$ cat src/rtl/wipe_alpha_premultiply_defines.svh
// Assertion macros for the wipe alpha premultiply block.
`ifndef WIPE_ALPHA_PREMULTIPLY_DEFINES_SVH
`define WIPE_ALPHA_PREMULTIPLY_DEFINES_SVH

// Same-cycle implication, sampled on the rising clock, off during reset.
`define WAP_ASSERT_NOW(lbl, ante, cons, msg) \
   lbl: assert property (@(posedge clock) disable iff (reset) (ante) |-> (cons)) \
      else $error(msg);

// Next-cycle implication, sampled on the rising clock, off during reset.
`define WAP_ASSERT_NEXT(lbl, ante, cons, msg) \
   lbl: assert property (@(posedge clock) disable iff (reset) (ante) |=> (cons)) \
      else $error(msg);

`endif

$ cat src/rtl/wap_pkg.sv
// Types, register indexes and constants of the wipe alpha premultiply block.
package wap_pkg;

   // Largest extent along the wipe axis; larger register values are clamped.
   localparam int unsigned MAX_DIM = 4096;
   localparam logic [12:0] DIM_CAP = 13'((MAX_DIM < 8191) ? MAX_DIM : 8191);
   localparam logic [12:0] DIM_MIN = 13'd2;

   // Register indexes of the configuration port
   localparam logic [1:0] CSR_FRAME_WIDTH    = 2'd0;
   localparam logic [1:0] CSR_FRAME_HEIGHT   = 2'd1;
   localparam logic [1:0] CSR_WIPE_DIRECTION = 2'd2;
   localparam logic [1:0] CSR_WIPE_STAGE     = 2'd3;

   localparam logic [12:0] FRAME_WIDTH_RST  = 13'd640;
   localparam logic [12:0] FRAME_HEIGHT_RST = 13'd480;

   // How the wipe alpha follows from the divider quotient q
   localparam logic [1:0] KIND_ZERO = 2'd0;   // t = 0
   localparam logic [1:0] KIND_FULL = 2'd1;   // t = 255
   localparam logic [1:0] KIND_UP   = 2'd2;   // t = q
   localparam logic [1:0] KIND_DOWN = 2'd3;   // t = 255 - q

   localparam logic [7:0] ALPHA_FULL = 8'hFF;

   typedef struct packed {
      logic [11:0] x_pos;
      logic [11:0] y_pos;
      logic [7:0]  blue_in;
      logic [7:0]  green_in;
      logic [7:0]  red_in;
      logic [7:0]  alpha_in;
   } wap_req_type;

   typedef struct packed {
      logic [7:0] blue_out;
      logic [7:0] green_out;
      logic [7:0] red_out;
      logic [7:0] alpha_out;
   } wap_rsp_type;

   typedef struct packed {
      logic [7:0] blue;
      logic [7:0] green;
      logic [7:0] red;
      logic [7:0] alpha;
   } wap_pix_type;

   // Selected extent, coordinate and stage
   typedef struct packed {
      logic [12:0] dim;
      logic [11:0] pos;
      logic [5:0]  stg;
      wap_pix_type pix;
   } wap_s1_type;

   // Ramp start a, half extent b and frame check
   typedef struct packed {
      logic [11:0] ofs;
      logic [11:0] half;
      logic [11:0] pos;
      logic [1:0]  regime;
      logic        beyond;
      wap_pix_type pix;
   } wap_s2_type;

   // Region decided, distance into the ramp
   typedef struct packed {
      logic [1:0]  kind;
      logic [11:0] delta;
      logic [11:0] half;
      wap_pix_type pix;
   } wap_s3_type;

   // Restoring divider of 255*delta by half
   typedef struct packed {
      logic [19:0] rem;
      logic [11:0] half;
      logic [7:0]  quo;
      logic [1:0]  kind;
      wap_pix_type pix;
   } wap_dv_type;

   typedef struct packed {
      logic [15:0] prod_b;
      logic [15:0] prod_g;
      logic [15:0] prod_r;
      logic [7:0]  alpha;
   } wap_mp_type;

endpackage

$ cat src/rtl/wipe_alpha_premultiply.sv
// Linear wipe transition with premultiplied alpha: top level and pipeline.
// One pixel per clock while responses are taken, through ten register stages.
// The extent along the wipe axis is clamped, the ramp start and half extent are
// formed, the region is decided, then 255*distance is divided by the half extent
// in a restoring divider that resolves two quotient bits in each of four stages.
// The wipe alpha is ORed into the pixel alpha, the colours are multiplied by it and
// divided by 255 with a reciprocal add. Every stage has its own valid bit and can
// fill while later stages wait, so a stalled response holds only the stages behind
// it. Writes to the configuration registers take effect for requests accepted after
// the write.
`include "wipe_alpha_premultiply_defines.svh"

module wipe_alpha_premultiply
   import wap_pkg::*;
(
   input  logic        clock,
   input  logic        reset,
   input  logic        req_valid,
   output logic        req_ready,
   input  wap_req_type req_payload,
   output logic        rsp_valid,
   input  logic        rsp_ready,
   output wap_rsp_type rsp_payload,
   input  logic        csr_we,
   input  logic [1:0]  csr_index,
   input  logic [12:0] csr_wdata
);

   localparam int unsigned NStg   = 10;
   localparam int unsigned StDv0  = 3;
   localparam int unsigned StMp   = 8;
   localparam int unsigned StOut  = 9;
   localparam int unsigned DvStgs = 4;

   function automatic wap_dv_type div_step(wap_dv_type cur, logic [2:0] sh);
      logic [19:0] dvs;
      wap_dv_type  nxt;
      nxt = cur;
      dvs = 20'(cur.half) << sh;
      if (cur.rem >= dvs) begin
         nxt.rem     = cur.rem - dvs;
         nxt.quo[sh] = 1'b1;
      end
      return nxt;
   endfunction

   // Exact floor(x/255) for x below 65280
   function automatic logic [7:0] div255(logic [15:0] x);
      logic [16:0] acc;
      acc = 17'(x) + 17'(x[15:8]) + 17'd1;
      return acc[15:8];
   endfunction

   logic [12:0] frame_width_ff;
   logic [12:0] frame_height_ff;
   logic        wipe_direction_ff;
   logic [5:0]  wipe_stage_ff;

   logic [NStg-1:0] vld_ff;
   logic [NStg-1:0] en;

   wap_s1_type  s1_ff, s1_in;
   wap_s2_type  s2_ff, s2_in;
   wap_s3_type  s3_ff, s3_in;
   wap_dv_type  dv_ff [0:DvStgs];
   wap_dv_type  dv_in;
   wap_mp_type  mp_ff, mp_in;
   wap_rsp_type out_ff, out_in;

   logic div_rem_ok;
   logic colour_ok;

   // Configuration registers
   always_ff @(posedge clock) begin
      if (reset) begin
         frame_width_ff    <= FRAME_WIDTH_RST;
         frame_height_ff   <= FRAME_HEIGHT_RST;
         wipe_direction_ff <= 1'b0;
         wipe_stage_ff     <= 6'd0;
      end else if (csr_we) begin
         case (csr_index)
            CSR_FRAME_WIDTH:    frame_width_ff    <= csr_wdata;
            CSR_FRAME_HEIGHT:   frame_height_ff   <= csr_wdata;
            CSR_WIPE_DIRECTION: wipe_direction_ff <= csr_wdata[0];
            CSR_WIPE_STAGE:     wipe_stage_ff     <= csr_wdata[5:0];
            default: ;
         endcase
      end
   end

   // Stage loads when it is empty or its contents move on
   always_comb begin
      en[NStg-1] = !vld_ff[NStg-1] || rsp_ready;
      for (int k = NStg - 2; k >= 0; k--) begin
         en[k] = !vld_ff[k] || en[k+1];
      end
   end

   assign req_ready = en[0];

   always_ff @(posedge clock) begin
      if (reset) begin
         vld_ff <= '0;
      end else begin
         if (en[0]) begin
            vld_ff[0] <= req_valid;
         end
         for (int k = 1; k < NStg; k++) begin
            if (en[k]) begin
               vld_ff[k] <= vld_ff[k-1];
            end
         end
      end
   end

   // Select axis and clamp the extent
   always_comb begin
      logic [12:0] raw;
      raw = wipe_direction_ff ? frame_height_ff : frame_width_ff;
      s1_in.dim = (raw < DIM_MIN) ? DIM_MIN : ((raw > DIM_CAP) ? DIM_CAP : raw);
      s1_in.pos = wipe_direction_ff ? req_payload.y_pos : req_payload.x_pos;
      s1_in.stg = wipe_stage_ff;
      s1_in.pix.blue  = req_payload.blue_in;
      s1_in.pix.green = req_payload.green_in;
      s1_in.pix.red   = req_payload.red_in;
      s1_in.pix.alpha = req_payload.alpha_in;
   end

   // Ramp start a = D*(stage mod 16)/32, half extent b = D/2
   always_comb begin
      logic [16:0] prod;
      prod = 17'(s1_ff.dim) * 17'(s1_ff.stg[3:0]);
      s2_in.ofs    = prod[16:5];
      s2_in.half   = s1_ff.dim[12:1];
      s2_in.pos    = s1_ff.pos;
      s2_in.regime = s1_ff.stg[5:4];
      s2_in.beyond = 13'(s1_ff.pos) >= s1_ff.dim;
      s2_in.pix    = s1_ff.pix;
   end

   // Decide the region and the distance into the ramp
   always_comb begin
      logic [12:0] pos_w;
      logic [12:0] ofs_w;
      logic [12:0] end_w;
      pos_w = 13'(s2_ff.pos);
      ofs_w = 13'(s2_ff.ofs);
      end_w = ofs_w + 13'(s2_ff.half);
      s3_in.kind  = KIND_ZERO;
      s3_in.delta = 12'd0;
      s3_in.half  = s2_ff.half;
      s3_in.pix   = s2_ff.pix;
      if (!s2_ff.beyond) begin
         case (s2_ff.regime)
            2'd0: begin
               if (pos_w < ofs_w) begin
                  s3_in.kind  = KIND_UP;
                  s3_in.delta = 12'(ofs_w - pos_w);
               end
            end
            2'd1: begin
               if (pos_w < ofs_w) begin
                  s3_in.kind = KIND_FULL;
               end else if (pos_w < end_w) begin
                  s3_in.kind  = KIND_DOWN;
                  s3_in.delta = 12'(pos_w - ofs_w);
               end
            end
            default: begin
               if (pos_w < end_w) begin
                  s3_in.kind = KIND_FULL;
               end else begin
                  s3_in.kind  = KIND_DOWN;
                  s3_in.delta = 12'(pos_w - end_w);
               end
            end
         endcase
      end
   end

   // Dividend 255*delta; it stays below 256*half, so the quotient fits eight bits
   always_comb begin
      dv_in.rem  = (20'(s3_ff.delta) << 8) - 20'(s3_ff.delta);
      dv_in.half = s3_ff.half;
      dv_in.quo  = 8'd0;
      dv_in.kind = s3_ff.kind;
      dv_in.pix  = s3_ff.pix;
   end

   always_ff @(posedge clock) begin
      if (en[0]) begin
         s1_ff <= s1_in;
      end
      if (en[1]) begin
         s2_ff <= s2_in;
      end
      if (en[2]) begin
         s3_ff <= s3_in;
      end
      if (en[StDv0]) begin
         dv_ff[0] <= dv_in;
      end
      // Two quotient bits per stage, most significant first
      for (int k = 1; k <= DvStgs; k++) begin
         if (en[StDv0 + k]) begin
            dv_ff[k] <= div_step(div_step(dv_ff[k-1], 3'(9 - 2 * k)), 3'(8 - 2 * k));
         end
      end
   end

   // Merge wipe alpha, multiply colours
   always_comb begin
      logic [7:0] wipe_t;
      logic [7:0] alpha;
      case (dv_ff[DvStgs].kind)
         KIND_ZERO: wipe_t = 8'd0;
         KIND_FULL: wipe_t = ALPHA_FULL;
         KIND_UP:   wipe_t = dv_ff[DvStgs].quo;
         KIND_DOWN: wipe_t = ALPHA_FULL - dv_ff[DvStgs].quo;
         default:   wipe_t = 8'd0;
      endcase
      alpha        = dv_ff[DvStgs].pix.alpha | wipe_t;
      mp_in.alpha  = alpha;
      mp_in.prod_b = 16'(dv_ff[DvStgs].pix.blue) * 16'(alpha);
      mp_in.prod_g = 16'(dv_ff[DvStgs].pix.green) * 16'(alpha);
      mp_in.prod_r = 16'(dv_ff[DvStgs].pix.red) * 16'(alpha);
   end

   always_comb begin
      out_in.blue_out  = div255(mp_ff.prod_b);
      out_in.green_out = div255(mp_ff.prod_g);
      out_in.red_out   = div255(mp_ff.prod_r);
      out_in.alpha_out = mp_ff.alpha;
   end

   always_ff @(posedge clock) begin
      if (en[StMp]) begin
         mp_ff <= mp_in;
      end
      if (en[StOut]) begin
         out_ff <= out_in;
      end
   end

   assign rsp_valid   = vld_ff[StOut];
   assign rsp_payload = out_ff;

   assign div_rem_ok = dv_ff[DvStgs].rem < 20'(dv_ff[DvStgs].half);
   assign colour_ok  = (out_ff.blue_out <= out_ff.alpha_out) &&
                       (out_ff.green_out <= out_ff.alpha_out) &&
                       (out_ff.red_out <= out_ff.alpha_out);

   `WAP_ASSERT_NOW(a_empty_out_accepts, !vld_ff[StOut], req_ready, "request refused, output empty")
   `WAP_ASSERT_NOW(a_div_remainder, vld_ff[StMp - 1], div_rem_ok, "remainder not below divisor")
   `WAP_ASSERT_NOW(a_colour_bound, rsp_valid, colour_ok, "premultiplied colour exceeds alpha")
   `WAP_ASSERT_NEXT(a_mp_reaches_out, vld_ff[StMp] && en[StOut], rsp_valid, "request lost at output")

endmodule

$ cat config.mk
export PLATFORM = sky130hd
export DESIGN_NAME = wipe_alpha_premultiply
export DESIGN_NICKNAME = d
export VERILOG_FILES = /design/src/rtl/wap_pkg.sv /design/src/rtl/wipe_alpha_premultiply.sv
export VERILOG_INCLUDE_DIRS = /design/src /design/src/rtl
export SDC_FILE = /design/constraint.sdc
export NUM_CORES = 1
export LEC_CHECK = 0
export ABC_AREA = 1
export ABC_CLOCK_PERIOD_IN_PS = 11800
export BUFFER_PORTS_ARGS = -buffer_cell sky130_fd_sc_hd__buf_4
export CORE_MARGIN = 4
export CORE_UTILIZATION = 60
export DETAILED_ROUTE_END_ITERATION = 7
export PLACE_DENSITY = 0.78
export SETUP_SLACK_MARGIN = 0.5
export SLEW_MARGIN = 30
export SYNTH_ARGS = -nofsm -noshare
export SYNTH_HDL_FRONTEND = slang
export SYNTH_SLANG_ARGS = --single-unit
$ cat constraint.sdc
create_clock -name clock -period 11.8 [get_ports clock]
set_clock_uncertainty 0.2 [all_clocks]
set_input_delay 0.59 -clock clock [delete_from_list [all_inputs] [get_ports clock]]
set_output_delay 0.59 -clock clock [all_outputs]
set_load 0.01 [all_outputs]
==> out/qor.yml <==
p_comb_frac: 0.526
h-tree-depth: 3
p_int_w: 0.00702
power_density_nw_per_um2: 285
syn_inst: 3734
cts_root_buf: "clkbuf_16"
ir_drop_mv: 0.226
end_kind: "register"
die-area_sq_um: 67100
ys_seq_elements: 641
min_period_ns: 6.41
switching_power_w: 0.00500
drc: 0
diodes: 0
r2r_cells: 21
cts_resized: 0
ys.flop_type: "edfxtp_1"
dp_hpwl_um: 58700
slowest_delay_ns: 0.54
p_seq_frac: 0.293
clkTransAtPathRegs_ns: 0.06
cp-startpoint: "dv_ff[0][328]"
synthArstFlopShare: 0
setup_viol: 0
synth_area_sq_um: 37800
ioPinCount: 110
p_total_w: 0.0120
critPathCapture: "mp_ff[38]"
core_area_sq_um: 62100
drive_above_1_share: 0.0737
regToRegStartpoint: "dv_ff[0][328]"
dieHeight_um: 259
place_area_sq_um: 39500
tightest_slew_ns: 0.909
crit_arrival_ns: 6.56
crit_type: "register to register"
r2r-end: "mp_ff[38]"
worstPathCellList: "xor2_1 > nand2_1 > nand2_1 > clkinv_1 > nor2_1 > fa_1 > fa_1 > fa_1 > inv_1 > fa_1 > inv_1 > ha_1 > a21oi_1 > o21ai_0 > a21oi_1 > o21ai_0 > nand2_1 > inv_1 > or2_2 > a21oi_1 > xor2_1"
register_area_sq_um: 18800
clkLatencyLatePin_ns: 0.63
wl_per_cell_um: 16.6
grt_max_degree: 72
crit_top_cell: "fa_1"
rsz0062_at_grt: "false"
grt_pass1_wl_um: 130000
regToRegSetupSlack_ns: 5.39
yosys_warnings: 0
path_max_fanout: 17
cp_num_cells: 21
nFillCells: 4542
num-nets-final: 4434
p_leak_nw: 19.3
path_delay_family: "adder cells"
grt_usage: 0.241
port_buffers: 109
first_pass_iters: 5
fin_setup_tns_ns: 0
clkPwrFrac: 0.181
drt-total-wl_um: 79700
antenna_left: 0
status: "finished clean"
holdCritPathClass: "primary input to register"
grt-ovfl-total: 0
crit_buf_inv: 4
via_per_inst: 5.41
hold_viol: 0
slowest_stage: "clkinv_1"
cts_buffers: 68
final_util: 0.680
slew_violations: 0
synth_edf_count: 598
swShare: 0.416
multiInputGateArea_sq_um: 16500
start_kind: "register"
max-cap-violations: 0
grt_pass1_vias: 26000
fin_area_sq_um: 42200
required_ns: 11.95
die_w_um: 259
antenna_found_initial: 0
drt_iter0_markers: 1739
fin_crit_sh: 0.543
maxSlewHeadroom: 0.392
syn-num-nets: 4258
cts_buffer_depth: 3
synth_top_area_cell: "edfxtp_1"
fmax_ghz: 0.156
synth_area_leaders: "edfxtp_1, ha_1, fa_1"
numClockSinks: 641
ys_types: 57
syn_avg_cell_area_sq_um: 10.1
netlist.area_leader.share: 0.475
gp_congestion: 0.926
syn_to_final_growth_pct: 11.7
seq_area_frac_synth: 0.498
vias: 25900
cts_tree: "yes"
fp-row-count: 91
initial_core_util: 0.609
-- cell families after synthesis --
kind of cell             count (synthesis)  synth area share
AO/OA/AOI/OAI                          504            0.0729
AND/OR/NAND/NOR                       1310             0.145
flip-flops                             641             0.498
adder cells (fa/ha/maj)                448             0.176
XOR/XNOR                               178            0.0413
buffers and inverters                  653            0.0667
-- sequential cells by signal, indices dropped and copies added (netlist names) --
name               count
frame_height_ff       13
dv_in                 46
vld_ff                10
frame_width_ff        13
wipe_stage_ff          6
dv_ff                318
s2_ff                 71
mp_ff                 56
s1_ff                 63
rsp_payload           32
s3_ff                 12
wipe_direction_ff      1
-- worst min-delay path by stage --
stage                  from                end  slack [ns]  depth (start not counted)
3_3_place_gp   dv_ff[0][15]       dv_ff[0][89]        0.20                          0
2_1_floorplan      dv_in[0]        dv_ff[0][0]        0.20                          0
3_5_place_dp   dv_ff[0][31]      dv_ff[0][105]        0.20                          0
4_1_cts        csr_wdata[5]  frame_width_ff[5]       0.003                          3
6_report       csr_wdata[5]  frame_width_ff[5]        0.03                          3
5_1_grt               reset          vld_ff[1]        0.03                          2
-- cell usage after synthesis (5+ instances only) --
master    count
ha_1        308
nor2_2        7
edfxtp_1    598
clkbuf_1     34
inv_2        13
nor2_1      360
nand4_1      34
nand3_1     127
nor4_1        7
o31ai_1       5
nor3_1       24
a21oi_1     231
a211oi_1      6
xor2_1      113
o21ai_1      13
nand2_2      11
o211ai_1     17
o21a_1        8
o21ai_0     170
xnor2_1      65
fa_1        140
inv_1       580
a21o_1       16
nand3_2       8
buf_6         7
buf_2         9
a31oi_1       9
dfxtp_1      43
nand3b_1      9
a21boi_0      6
or2_2         8
o21bai_1      7
nand2_1     694
-- area by class of cell --
class / count / area share
tap: 837 / 0.0248
clock inverter: 40 / 0.0133
multi-input combinational: 2440 / 0.390
clock buffer: 81 / 0.0417
inverter: 597 / 0.0531
timing repair buffer: 162 / 0.0312
sequential: 641 / 0.446
-- stage by stage --
stage	setup slack, ns	instances	hold WS (ns)
after floorplan	2.18	3734	0.200
after global placement	5.62	4636	0.200
after detailed placement	5.45	4636	0.205
after CTS	5.43	4798	0.00344
after global routing	4.93	4798	0.0295
final	5.39	4798	0.0307
-- per-layer routing --
metal,GRT usage,up-vias,part of all wire
met2,0.432,729,0.51
met5,0,-,0
met4,0.0918,0,0.037
met1,0.300,12300,0.41
li1,-,12800,-
met3,0.0312,183,0.049
-- timing repair --
item                                   CTS  global route
setup buffers                            0             0
hold buffers                            41             0
endpoints found under the hold margin   43             0
-- layout by cell type (no fill, tap or decap), types with 43 or more instances in the layout --
cell	Yosys	routed
nand2_1	694	690
edfxtp_1	598	598
inv_1	580	576
nor2_1	360	360
ha_1	308	308
a21oi_1	231	231
o21ai_0	170	170
fa_1	140	140
nand3_1	127	127
buf_4	1	121
xor2_1	113	113
clkbuf_16	0	68
xnor2_1	65	65
dfxtp_1	43	43
-- worst register-to-register path: cells and delay by family (launching register included) --
kind,cells,cell delay [ns]
adder cells (fa/ha/maj),5,2.41
AND/OR/NAND/NOR,5,1.01
AO/OA/AOI/OAI,5,0.73
buffers and inverters,4,0.67
XOR/XNOR,2,0.60
flip-flops,1,0.52
-- power by group through the flow --
stage               registers [W]  logic (W)  clock network, W
floorplan                 0.00347    0.00494                 0
global placement          0.00355    0.00607                 0
detailed placement        0.00356    0.00622                 0
CTS                       0.00352    0.00630           0.00222
global route              0.00356    0.00725           0.00233
finish                    0.00352    0.00632           0.00218
No activity file was read; power rests on OpenSTA's default activity.
